[src/psvf_pkg.sv]
// Shared types and constants of the parallel state-variable formant filter.
`default_nettype none

package psvf_pkg;

  // Sample and coefficient formats.
  localparam int SAMPLE_W  = 16;
  localparam int COEF_W    = 18;
  localparam int MCOEF_W   = COEF_W + 1;
  localparam int COEF_FRAC = 17;
  localparam int IN_ALIGN  = 9;

  // Width of one operand slice fed to the shared multiplier per cycle.
  localparam int CHUNK_W = 24;

  // Configuration port.
  localparam int CFG_INDEX_W = 3;
  localparam int CFG_DATA_W  = 3 * COEF_W;

  // Command field widths, sized for at most four bands and four slices.
  localparam int BAND_SEL_W  = 2;
  localparam int CHUNK_SEL_W = 2;

  // Unity in unsigned Q1.17, held as a signed multiplier operand.
  localparam logic signed [MCOEF_W-1:0] UNITY_WEIGHT = 19'sd131072;

  // Register indexes.
  localparam logic [CFG_INDEX_W-1:0] REG_FIRST_COEFS  = 3'd0;
  localparam logic [CFG_INDEX_W-1:0] REG_SECOND_COEFS = 3'd1;
  localparam logic [CFG_INDEX_W-1:0] REG_THIRD_COEFS  = 3'd2;
  localparam logic [CFG_INDEX_W-1:0] REG_BAND_GAINS   = 3'd3;
  localparam logic [CFG_INDEX_W-1:0] REG_WET_MIX      = 3'd4;

  typedef enum logic [2:0] {
    ST_IDLE,
    ST_LOAD,
    ST_MUL,
    ST_DRAIN,
    ST_OUT
  } state_t;

  // Coefficient-by-operand products, in the order the sequencer issues them.
  typedef enum logic [2:0] {
    OP_A1_S1,
    OP_A2_V3,
    OP_A2_S1,
    OP_A3_V3,
    OP_G_V1,
    OP_DRY_V0,
    OP_WET_W
  } op_t;

  // Command word from the controller to the datapath.
  typedef struct packed {
    logic                   start;
    logic                   load;
    logic                   issue;
    op_t                    op;
    logic [CHUNK_SEL_W-1:0] chunk;
    logic                   first;
    logic                   last;
    logic [BAND_SEL_W-1:0]  band;
    logic                   out_write;
  } cmd_t;

endpackage

`default_nettype wire

[src/psvf_controller.sv]
// Sequencer that steps each sample through the bands and the shared multiplier.
`default_nettype none

module psvf_controller #(
  parameter int NUM_BANDS   = 3,
  parameter int STATE_WIDTH = 32
) (
  input  logic            clk,
  input  logic            rst,
  input  logic            in_valid,
  output logic            in_stall,
  output logic            out_valid,
  input  logic            out_stall,
  output psvf_pkg::cmd_t  cmd
);
  import psvf_pkg::*;

  localparam int OPER_W     = STATE_WIDTH + 7;
  localparam int NUM_CHUNKS = (OPER_W + CHUNK_W - 1) / CHUNK_W;
  localparam logic [CHUNK_SEL_W-1:0] TOP_CHUNK = CHUNK_SEL_W'(NUM_CHUNKS - 1);
  localparam logic [BAND_SEL_W-1:0]  LAST_BAND = BAND_SEL_W'(NUM_BANDS - 1);

  state_t                 state, state_next;
  op_t                    op, op_next;
  logic [BAND_SEL_W-1:0]  band, band_next;
  logic [CHUNK_SEL_W-1:0] chunk, chunk_next;
  logic                   drain, drain_next;
  logic                   out_valid_next;

  // State and sequencing registers.
  always_ff @(posedge clk) begin
    if (rst) begin
      state     <= ST_IDLE;
      op        <= OP_A1_S1;
      band      <= '0;
      chunk     <= '0;
      drain     <= 1'b0;
      out_valid <= 1'b0;
    end else begin
      state     <= state_next;
      op        <= op_next;
      band      <= band_next;
      chunk     <= chunk_next;
      drain     <= drain_next;
      out_valid <= out_valid_next;
    end
  end

  // Next state and datapath commands.
  always_comb begin
    state_next    = state;
    op_next       = op;
    band_next     = band;
    chunk_next    = chunk;
    drain_next    = drain;
    in_stall      = 1'b1;
    cmd           = '0;
    cmd.op        = op;
    cmd.chunk     = chunk;
    cmd.band      = band;

    unique case (state)
      ST_IDLE: begin
        in_stall = 1'b0;
        if (in_valid) begin
          cmd.start  = 1'b1;
          band_next  = '0;
          state_next = ST_LOAD;
        end
      end
      ST_LOAD: begin
        cmd.load   = 1'b1;
        op_next    = OP_A1_S1;
        chunk_next = TOP_CHUNK;
        state_next = ST_MUL;
      end
      ST_MUL: begin
        // One operand slice per cycle, most significant slice first.
        cmd.issue = 1'b1;
        cmd.first = (chunk == TOP_CHUNK);
        cmd.last  = (chunk == '0);
        if (chunk == '0) begin
          chunk_next = TOP_CHUNK;
          if (op == OP_G_V1 || op == OP_WET_W) begin
            drain_next = 1'b0;
            state_next = ST_DRAIN;
          end else begin
            case (op)
              OP_A1_S1:  op_next = OP_A2_V3;
              OP_A2_V3:  op_next = OP_A2_S1;
              OP_A2_S1:  op_next = OP_A3_V3;
              OP_A3_V3:  op_next = OP_G_V1;
              OP_DRY_V0: op_next = OP_WET_W;
              default:   op_next = op;
            endcase
          end
        end else begin
          chunk_next = chunk - 1'b1;
        end
      end
      ST_DRAIN: begin
        // The drain state waits while the last product reaches its accumulator.
        drain_next = 1'b1;
        if (drain) begin
          if (op == OP_WET_W) begin
            state_next = ST_OUT;
          end else if (band == LAST_BAND) begin
            op_next    = OP_DRY_V0;
            state_next = ST_MUL;
          end else begin
            band_next  = band + 1'b1;
            state_next = ST_LOAD;
          end
        end
      end
      ST_OUT: begin
        if (!out_valid || !out_stall) begin
          cmd.out_write = 1'b1;
          state_next    = ST_IDLE;
        end
      end
      default: state_next = ST_IDLE;
    endcase

    // The output register holds its request until the receiver takes it.
    out_valid_next = (out_valid && out_stall) || cmd.out_write;
  end

endmodule

`default_nettype wire

[src/psvf_datapath.sv]
// Coefficient registers, integrator states and the shared multiply-round datapath.
`default_nettype none

module psvf_datapath #(
  parameter int NUM_BANDS   = 3,
  parameter int STATE_WIDTH = 32
) (
  input  logic                                  clk,
  input  logic                                  rst,
  input  psvf_pkg::cmd_t                        cmd,
  input  logic                                  cfg_write,
  input  logic [psvf_pkg::CFG_INDEX_W-1:0]      cfg_index,
  input  logic [psvf_pkg::CFG_DATA_W-1:0]       cfg_data,
  input  logic signed [psvf_pkg::SAMPLE_W-1:0]  sample_in,
  output logic signed [psvf_pkg::SAMPLE_W-1:0]  sample_out
);
  import psvf_pkg::*;

  // Widths of the signal chain, sized from the wider of the state and the aligned
  // input; the operand width covers twice the wet sum.
  localparam int V0_W       = SAMPLE_W + IN_ALIGN;
  localparam int SIG_W      = (STATE_WIDTH > V0_W) ? STATE_WIDTH : V0_W;
  localparam int OPER_W     = SIG_W + 7;
  localparam int NUM_CHUNKS = (OPER_W + CHUNK_W - 1) / CHUNK_W;
  localparam int PAD_W      = NUM_CHUNKS * CHUNK_W;
  localparam int PROD_W     = MCOEF_W + CHUNK_W + 1;
  localparam int ACC_W      = OPER_W + MCOEF_W;
  localparam int RND_W      = ACC_W - COEF_FRAC;
  localparam int V3_W       = SIG_W + 1;
  localparam int V_W        = SIG_W + 3;
  localparam int WET_W      = SIG_W + 6;
  localparam int UPD_W      = SIG_W + 4;
  localparam int BIDX_W     = (NUM_BANDS > 1) ? $clog2(NUM_BANDS) : 1;

  localparam logic signed [ACC_W-1:0] PROD_HALF = ACC_W'(1) <<< (COEF_FRAC - 1);
  localparam logic signed [RND_W-1:0] OUT_HALF  = RND_W'(1) <<< (IN_ALIGN - 1);

  // Configuration.
  logic [COEF_W-1:0]         a1 [NUM_BANDS];
  logic [COEF_W-1:0]         a2 [NUM_BANDS];
  logic [COEF_W-1:0]         a3 [NUM_BANDS];
  logic [COEF_W-1:0]         gain [NUM_BANDS];
  logic [COEF_W-1:0]         wet_weight;
  logic signed [MCOEF_W-1:0] dry_weight;

  // Filter state and working values.
  logic signed [STATE_WIDTH-1:0] s1 [NUM_BANDS];
  logic signed [STATE_WIDTH-1:0] s2 [NUM_BANDS];
  logic signed [STATE_WIDTH-1:0] s1_next, s2_next;
  logic signed [V0_W-1:0]        v0;
  logic signed [V3_W-1:0]        v3;
  logic signed [V_W-1:0]         v1, v2;
  logic signed [WET_W-1:0]       wet;
  logic signed [RND_W-1:0]       y;
  logic signed [RND_W-1:0]       y_round;
  logic signed [SAMPLE_W-1:0]    out_next;
  logic [BIDX_W-1:0]             bidx;

  // Multiplier pipeline.
  logic signed [PAD_W-1:0]     oper;
  logic signed [MCOEF_W-1:0]   coef;
  logic signed [CHUNK_W:0]     chunk_s;
  logic signed [PROD_W-1:0]    prod;
  logic                        m_valid, m_first, m_last;
  op_t                         m_op;
  logic signed [ACC_W-1:0]     acc, acc_base, acc_sum;
  logic signed [RND_W-1:0]     rnd;
  logic                        a_valid;
  op_t                         a_op;
  logic signed [UPD_W-1:0]     upd1, upd2;

  assign bidx = cmd.band[BIDX_W-1:0];

  // Clamp an integrator update to the state width.
  function automatic logic signed [STATE_WIDTH-1:0] sat_state(
    input logic signed [UPD_W-1:0] x
  );
    logic signed [STATE_WIDTH-1:0] r;
    if (x[UPD_W-1:STATE_WIDTH-1] == '0 || x[UPD_W-1:STATE_WIDTH-1] == '1) begin
      r = x[STATE_WIDTH-1:0];
    end else begin
      r = {x[UPD_W-1], {(STATE_WIDTH-1){~x[UPD_W-1]}}};
    end
    return r;
  endfunction

  // Configuration register writes; the dry weight is derived when wet_mix lands.
  always_ff @(posedge clk) begin
    if (rst) begin
      for (int b = 0; b < NUM_BANDS; b++) begin
        a1[b]   <= '0;
        a2[b]   <= '0;
        a3[b]   <= '0;
        gain[b] <= '0;
      end
      wet_weight <= '0;
      dry_weight <= UNITY_WEIGHT;
    end else if (cfg_write) begin
      unique case (cfg_index)
        REG_FIRST_COEFS: begin
          for (int b = 0; b < NUM_BANDS; b++) a1[b] <= cfg_data[COEF_W*b +: COEF_W];
        end
        REG_SECOND_COEFS: begin
          for (int b = 0; b < NUM_BANDS; b++) a2[b] <= cfg_data[COEF_W*b +: COEF_W];
        end
        REG_THIRD_COEFS: begin
          for (int b = 0; b < NUM_BANDS; b++) a3[b] <= cfg_data[COEF_W*b +: COEF_W];
        end
        REG_BAND_GAINS: begin
          for (int b = 0; b < NUM_BANDS; b++) gain[b] <= cfg_data[COEF_W*b +: COEF_W];
        end
        REG_WET_MIX: begin
          wet_weight <= cfg_data[COEF_W-1:0];
          dry_weight <= UNITY_WEIGHT - signed'({1'b0, cfg_data[COEF_W-1:0]});
        end
        default: ;
      endcase
    end
  end

  // Operand and coefficient selection for the current product.
  always_comb begin
    case (cmd.op) inside
      OP_A1_S1, OP_A2_S1: oper = PAD_W'(s1[bidx]);
      OP_A2_V3, OP_A3_V3: oper = PAD_W'(v3);
      OP_G_V1:            oper = PAD_W'(v1);
      OP_DRY_V0:          oper = PAD_W'(v0);
      OP_WET_W:           oper = PAD_W'(wet) <<< 1;
      default:            oper = '0;
    endcase

    case (cmd.op) inside
      OP_A1_S1:           coef = signed'({1'b0, a1[bidx]});
      OP_A2_V3, OP_A2_S1: coef = signed'({1'b0, a2[bidx]});
      OP_A3_V3:           coef = signed'({1'b0, a3[bidx]});
      OP_G_V1:            coef = signed'({1'b0, gain[bidx]});
      OP_DRY_V0:          coef = dry_weight;
      OP_WET_W:           coef = signed'({1'b0, wet_weight});
      default:            coef = '0;
    endcase

    // The top slice carries the sign; lower slices are unsigned.
    chunk_s = '0;
    for (int j = 0; j < NUM_CHUNKS; j++) begin
      if (CHUNK_SEL_W'(j) == cmd.chunk) begin
        if (j == NUM_CHUNKS - 1) begin
          chunk_s = signed'({oper[PAD_W-1], oper[j*CHUNK_W +: CHUNK_W]});
        end else begin
          chunk_s = signed'({1'b0, oper[j*CHUNK_W +: CHUNK_W]});
        end
      end
    end
  end

  // Multiplier stage.
  always_ff @(posedge clk) begin
    if (rst) begin
      m_valid <= 1'b0;
    end else begin
      m_valid <= cmd.issue;
    end
    prod    <= coef * chunk_s;
    m_first <= cmd.first;
    m_last  <= cmd.last;
    m_op    <= cmd.op;
  end

  // Slice accumulation; the rounding half is added with the lowest slice.
  always_comb begin
    acc_base = m_first ? '0 : (acc <<< CHUNK_W);
    acc_sum  = acc_base + ACC_W'(prod) + (m_last ? PROD_HALF : '0);
  end

  always_ff @(posedge clk) begin
    if (rst) begin
      a_valid <= 1'b0;
    end else begin
      a_valid <= m_valid && m_last;
    end
    if (m_valid) begin
      acc <= acc_sum;
      if (m_last) begin
        rnd <= acc_sum[ACC_W-1:COEF_FRAC];
      end
    end
    a_op <= m_op;
  end

  // Integrator updates, applied with the band's gain product.
  always_comb begin
    upd1    = (UPD_W'(v1) <<< 1) - UPD_W'(s1[bidx]);
    upd2    = (UPD_W'(v2) <<< 1) - UPD_W'(s2[bidx]);
    s1_next = sat_state(upd1);
    s2_next = sat_state(upd2);
  end

  always_ff @(posedge clk) begin
    if (rst) begin
      for (int b = 0; b < NUM_BANDS; b++) begin
        s1[b] <= '0;
        s2[b] <= '0;
      end
    end else if (a_valid && a_op == OP_G_V1) begin
      s1[bidx] <= s1_next;
      s2[bidx] <= s2_next;
    end
  end

  // Working registers: sample intake, band setup and product commits.
  always_ff @(posedge clk) begin
    if (cmd.start) begin
      v0  <= V0_W'(sample_in) <<< IN_ALIGN;
      wet <= '0;
      y   <= '0;
    end
    if (cmd.load) begin
      v3 <= V3_W'(v0) - V3_W'(s2[bidx]);
      v1 <= '0;
      v2 <= V_W'(s2[bidx]);
    end
    if (a_valid) begin
      case (a_op) inside
        OP_A1_S1, OP_A2_V3:  v1  <= v1 + V_W'(rnd);
        OP_A2_S1, OP_A3_V3:  v2  <= v2 + V_W'(rnd);
        OP_G_V1:             wet <= wet + WET_W'(rnd);
        OP_DRY_V0, OP_WET_W: y   <= y + rnd;
        default: ;
      endcase
    end
    if (cmd.out_write) begin
      sample_out <= out_next;
    end
  end

  // Output rounding to Q1.15 with saturation.
  always_comb begin
    y_round = (y + OUT_HALF) >>> IN_ALIGN;
    if (y_round[RND_W-1:SAMPLE_W-1] == '0 || y_round[RND_W-1:SAMPLE_W-1] == '1) begin
      out_next = y_round[SAMPLE_W-1:0];
    end else begin
      out_next = {y_round[RND_W-1], {(SAMPLE_W-1){~y_round[RND_W-1]}}};
    end
  end

endmodule

`default_nettype wire

[src/parallel_svf_formant_filter_top.sv]
// Top level of the parallel state-variable bandpass formant filter.
//
// Usage: one signed Q1.15 sample enters on the input channel (in_valid, in_stall)
// and one filtered, wet/dry mixed sample leaves on the output channel
// (out_valid, out_stall). A request is taken when valid is high and stall is low.
// Coefficients are written on the configuration channel (cfg_valid, cfg_ready,
// cfg_index, cfg_data) while no sample is in flight; cfg_ready is always high.
// Each product is formed on the single 19 x 25 multiplier, one slice per cycle, in
// N = ceil((STATE_WIDTH + 7) / 24) operand slices. A new sample is accepted the
// cycle after the result is registered, so no new sample is taken while one is
// still being processed.
// A finished result waits in the output register while the receiver stalls;
// the next sample is accepted and processed meanwhile, and its result is held
// back until the previous one is taken.
// Synchronous reset clears the integrators, the coefficients (wet mix to zero,
// so the output is dry), and all handshake state.
`default_nettype none

module parallel_svf_formant_filter_top #(
  parameter int NUM_BANDS   = 3,
  parameter int STATE_WIDTH = 32
) (
  input  logic                                  clk,
  input  logic                                  rst,
  input  logic                                  in_valid,
  output logic                                  in_stall,
  input  logic signed [psvf_pkg::SAMPLE_W-1:0]  sample_in,
  output logic                                  out_valid,
  input  logic                                  out_stall,
  output logic signed [psvf_pkg::SAMPLE_W-1:0]  sample_out,
  input  logic                                  cfg_valid,
  output logic                                  cfg_ready,
  input  logic [psvf_pkg::CFG_INDEX_W-1:0]      cfg_index,
  input  logic [psvf_pkg::CFG_DATA_W-1:0]       cfg_data
);
  import psvf_pkg::*;

  cmd_t cmd;
  logic cfg_write;

  // Register writes are always accepted.
  assign cfg_ready = 1'b1;
  assign cfg_write = cfg_valid && cfg_ready;

  psvf_controller #(
    .NUM_BANDS   (NUM_BANDS),
    .STATE_WIDTH (STATE_WIDTH)
  ) u_ctrl (
    .clk       (clk),
    .rst       (rst),
    .in_valid  (in_valid),
    .in_stall  (in_stall),
    .out_valid (out_valid),
    .out_stall (out_stall),
    .cmd       (cmd)
  );

  psvf_datapath #(
    .NUM_BANDS   (NUM_BANDS),
    .STATE_WIDTH (STATE_WIDTH)
  ) u_dp (
    .clk        (clk),
    .rst        (rst),
    .cmd        (cmd),
    .cfg_write  (cfg_write),
    .cfg_index  (cfg_index),
    .cfg_data   (cfg_data),
    .sample_in  (sample_in),
    .sample_out (sample_out)
  );

endmodule

`default_nettype wire

[config.mk]
export PLATFORM = sky130hd
export DESIGN_NAME = parallel_svf_formant_filter_top
export DESIGN_NICKNAME = d
export VERILOG_FILES = /design/src/psvf_pkg.sv /design/src/psvf_controller.sv /design/src/psvf_datapath.sv /design/src/parallel_svf_formant_filter_top.sv
export SDC_FILE = /design/constraint.sdc
export NUM_CORES = 2
export LEC_CHECK = 0
export BUFFER_PORTS_ARGS = -buffer_cell sky130_fd_sc_hd__buf_2
export CAP_MARGIN = 20
export CORE_MARGIN = 2
export CORE_UTILIZATION = 55
export DETAILED_ROUTE_END_ITERATION = 6
export GPL_ROUTABILITY_DRIVEN = 0
export PLACE_DENSITY = 0.75
export RECOVER_POWER = 100
export SLEW_MARGIN = 40
export SYNTH_ARGS = -nofsm -noshare
export SYNTH_HDL_FRONTEND = slang
export SYNTH_SLANG_ARGS = --single-unit
[constraint.sdc]
create_clock -name clk -period 25 [get_ports clk]
set_input_delay 2.5 -clock clk [delete_from_list [all_inputs] [get_ports clk]]
set_output_delay 2.5 -clock clk [all_outputs]
set_load 0.01 [all_outputs]
==> results.py <==
metrics = {
    "run_status": {
        "outcome": "finished with violations",
        "violations": "capacitance limit, slew limit",
    },
    "sta": {
        "hold_viol_final": 0,
        "tns_ps": 0,
        "layout_setup_ws_ps": 9620,
        "tightestPinTransition_ps": 4630,
        "slew_headroom_pct": -209,
        "drv_slew": 1606,
        "setup_viol": 0,
        "max_freq_mhz": 65.0,
        "clock_skew_ps": 36.5,
        "rsz0062_at_grt": "no",
        "fin_crit_sh_pct": 61.5,
        "period_minus_slack_ps": 15380,
    },
    "synthesis": {
        "yosys.area.top_type_share_pct": 27.7,
        "yosysSeqAreaShare_pct": 35.3,
        "yosysTopAreaCell": "edfxtp_1",
        "synth_edf_count": 612,
        "synth_compound_area_share_pct": 14.0,
        "synth.top_cells.by_area": "edfxtp_1, fa_1, dfxtp_1",
        "synthTopCellsByCount": "nand2_1, inv_1, edfxtp_1, nor2_1, a21oi_1",
        "yosysWarnings": 0,
        "async_flop_share_pct": 0,
        "synth-simple-area-share_pct": 14.6,
        "synth_top_family_by_area": "adder cells",
        "synthDistinctLibCells": 100,
        "netlist_area_um2": 66400,
        "syn_inst": 6823,
        "synth-xor-area-share_pct": 4.44,
        "yosysMostFrequentCell": "nand2_1",
        "synth_fp_nets": 7781,
        "synth_flop_cell": "edfxtp_1",
        "synth.avg_cell_area_um2": 9.73,
        "synthAdderAreaFrac_pct": 22.0,
        "ys_ff_latch": 865,
        "synthMuxAreaShare_pct": 4.12,
    },
    "clocking": {
        "clockRootBuffer": "clkbuf_16",
        "postCtsHoldBufs": 0,
        "cts_max_path_buffers": 3,
        "cts_htree_levels": 3,
        "insertion_delay_ps": 730,
        "cts_num_sinks": 865,
        "clk_pin_slew_ps": 60,
        "cts_setup_buffers": 0,
        "cts_tree": "done",
        "numCtsBuffers": 96,
        "cts_resized": 0,
    },
    "die": {
        "die_area_um2": 124000,
        "fp.dieH_um": 351,
        "ios": 97,
        "initial_core_util_pct": 55.4,
        "core_area_um2": 120000,
        "die_x_um": 351,
        "rows": 127,
    },
    "worst_setup_path": {
        "slowest_delay_ps": 2880,
        "cp.depth": 32,
        "crit_path_frequent_cell": "fa_1",
        "r2r_cells": 32,
        "path_class": "flop to flop",
        "critPathBufInv": 7,
        "cp_max_fo": 43,
        "cp-end-kind": "flop",
        "required_ps": 25600,
        "cpLargestDelayFamily": "buffers and inverters",
        "rrSetupSlack_ps": 9620,
        "worstSetupStartpointType": "flop",
        "worstPathArrival_ps": 15980,
        "critPathSlowestCell": "clkbuf_1",
    },
    "global_route": {
        "busiest_layer": "met2",
        "grt_max_degree": 71,
        "gr-usage-met1_pct": 41.6,
        "grt.total_usage_pct": 31.1,
        "overflow": 0,
        "grt_pass1_wl_um": 294000,
        "grt_pass1_vias": 51700,
        "antenna_found_initial": 4,
        "grtUsageMet2_pct": 48.7,
        "use_met3_pct": 6.53,
    },
    "run": {
        "max_cap_violations": 40,
    },
    "route": {
        "vias": 52100,
        "wl_um": 191000,
        "drt_iter0_markers": 5419,
        "post_drt_wl_per_cell_um": 22.4,
        "antenna_left": 0,
        "via_per_inst": 6.12,
        "detail_route.first_pass.iterations": 6,
        "drc": 0,
    },
    "final_layout": {
        "antenna_cells": 0,
        "finish.instance_area_um2": 71500,
        "layout.nets": 7769,
        "drive_above_1_share_pct": 6.22,
        "syn_to_final_growth_pct": 7.76,
    },
    "placement": {
        "post-dp-hpwl_um": 141000,
        "place_area_um2": 68600,
        "post-place-ws_ps": 14700,
        "port_buffers": 95,
    },
    "hold_path": {
        "whs_path_depth": 0,
        "min_path_type": "flop to flop",
    },
}
[cells by family (layout without fill, tap and decap cells)]
kind of cell / Yosys count / after routing
muxes: 194 / 194
AOI/OAI and AO/OA: 1511 / 1511
and+or+nand+nor: 2093 / 2093
xor gates and xnor gates: 336 / 336
buffers and inverters: 943 / 1014
other: 1 / 1
adders and majority gates: 880 / 880
DFF: 865 / 865
[area by class of cell]
class	count	area (um^2)
well taps	1612	2020
repair buffers	195	1050
clock inverters	54	632
fillers	9976	48300
flip-flops and latches	865	23400
multi-input cells	5015	39300
clock buffers	127	2690
inverters	638	2390
[layer usage]
metal / wire [um] / up-vias
met5: 15 / -
met4: 10200 / 2
met3: 20300 / 535
met2: 84900 / 2656
met1: 75100 / 25400
li1: - / 23500
[per-stage QoR]
| stage | hold slack [ps] | util [%] | std cells |
|---|---|---|---|
| after floorplan | 310 | - | 6823 |
| after global placement | 311 | 57.2 | 8319 |
| after detailed placement | 313 | 57.3 | 8325 |
| after CTS | 327 | 60.0 | 8506 |
| after global routing | 335 | 59.7 | 8506 |
| final | 329 | 59.7 | 8506 |
[final timing paths]
path                           end            startpoint
max          u_dp.prod[43]$_DFF_P_                  flop
min           u_dp.a_op[2]$_DFF_P_  u_dp.m_op[2]$_DFF_P_
max reg2reg  u_dp.prod[43]$_DFF_P_                  flop
min reg2reg   u_dp.a_op[2]$_DFF_P_  u_dp.m_op[2]$_DFF_P_
[flip-flops by register name (all words and copies together) (netlist names), 44 cells and up, named ones only]
register and flops:
u_dp.s1 128, u_dp.s2 128, u_dp.a1 54, u_dp.a2 54
u_dp.a3 54, u_dp.gain 54, u_dp.prod 44
[placed cells by master, fill, tap and decap left out, drive strengths merged, types with 11 or more instances in the layout]
master     n
a211o     11
nor2b     76
nand3    107
xnor2    223
dfxtp    253
o2111ai   16
clkinv    37
ha       403
and2     244
o21bai    44
and3      31
fa       477
a211oi    30
o211ai    27
edfxtp   612
inv      641
o22ai     33
xor2     113
mux2i    117
or2       26
o21ai    410
a31oi     58
a221oi    33
nor3      58
a22o      21
nor2     561
nor4      18
a21oi    487
nand2    789
clkbuf   188
o31ai     26
and4      13
o21a      45
or3       25
buf      134
nand2b    92
mux4      62
nand4     25
a21o     161
mux2      15
Power is not shown: default switching activity piles up to over one toggle a cycle in this logic, so the estimate is an artifact.
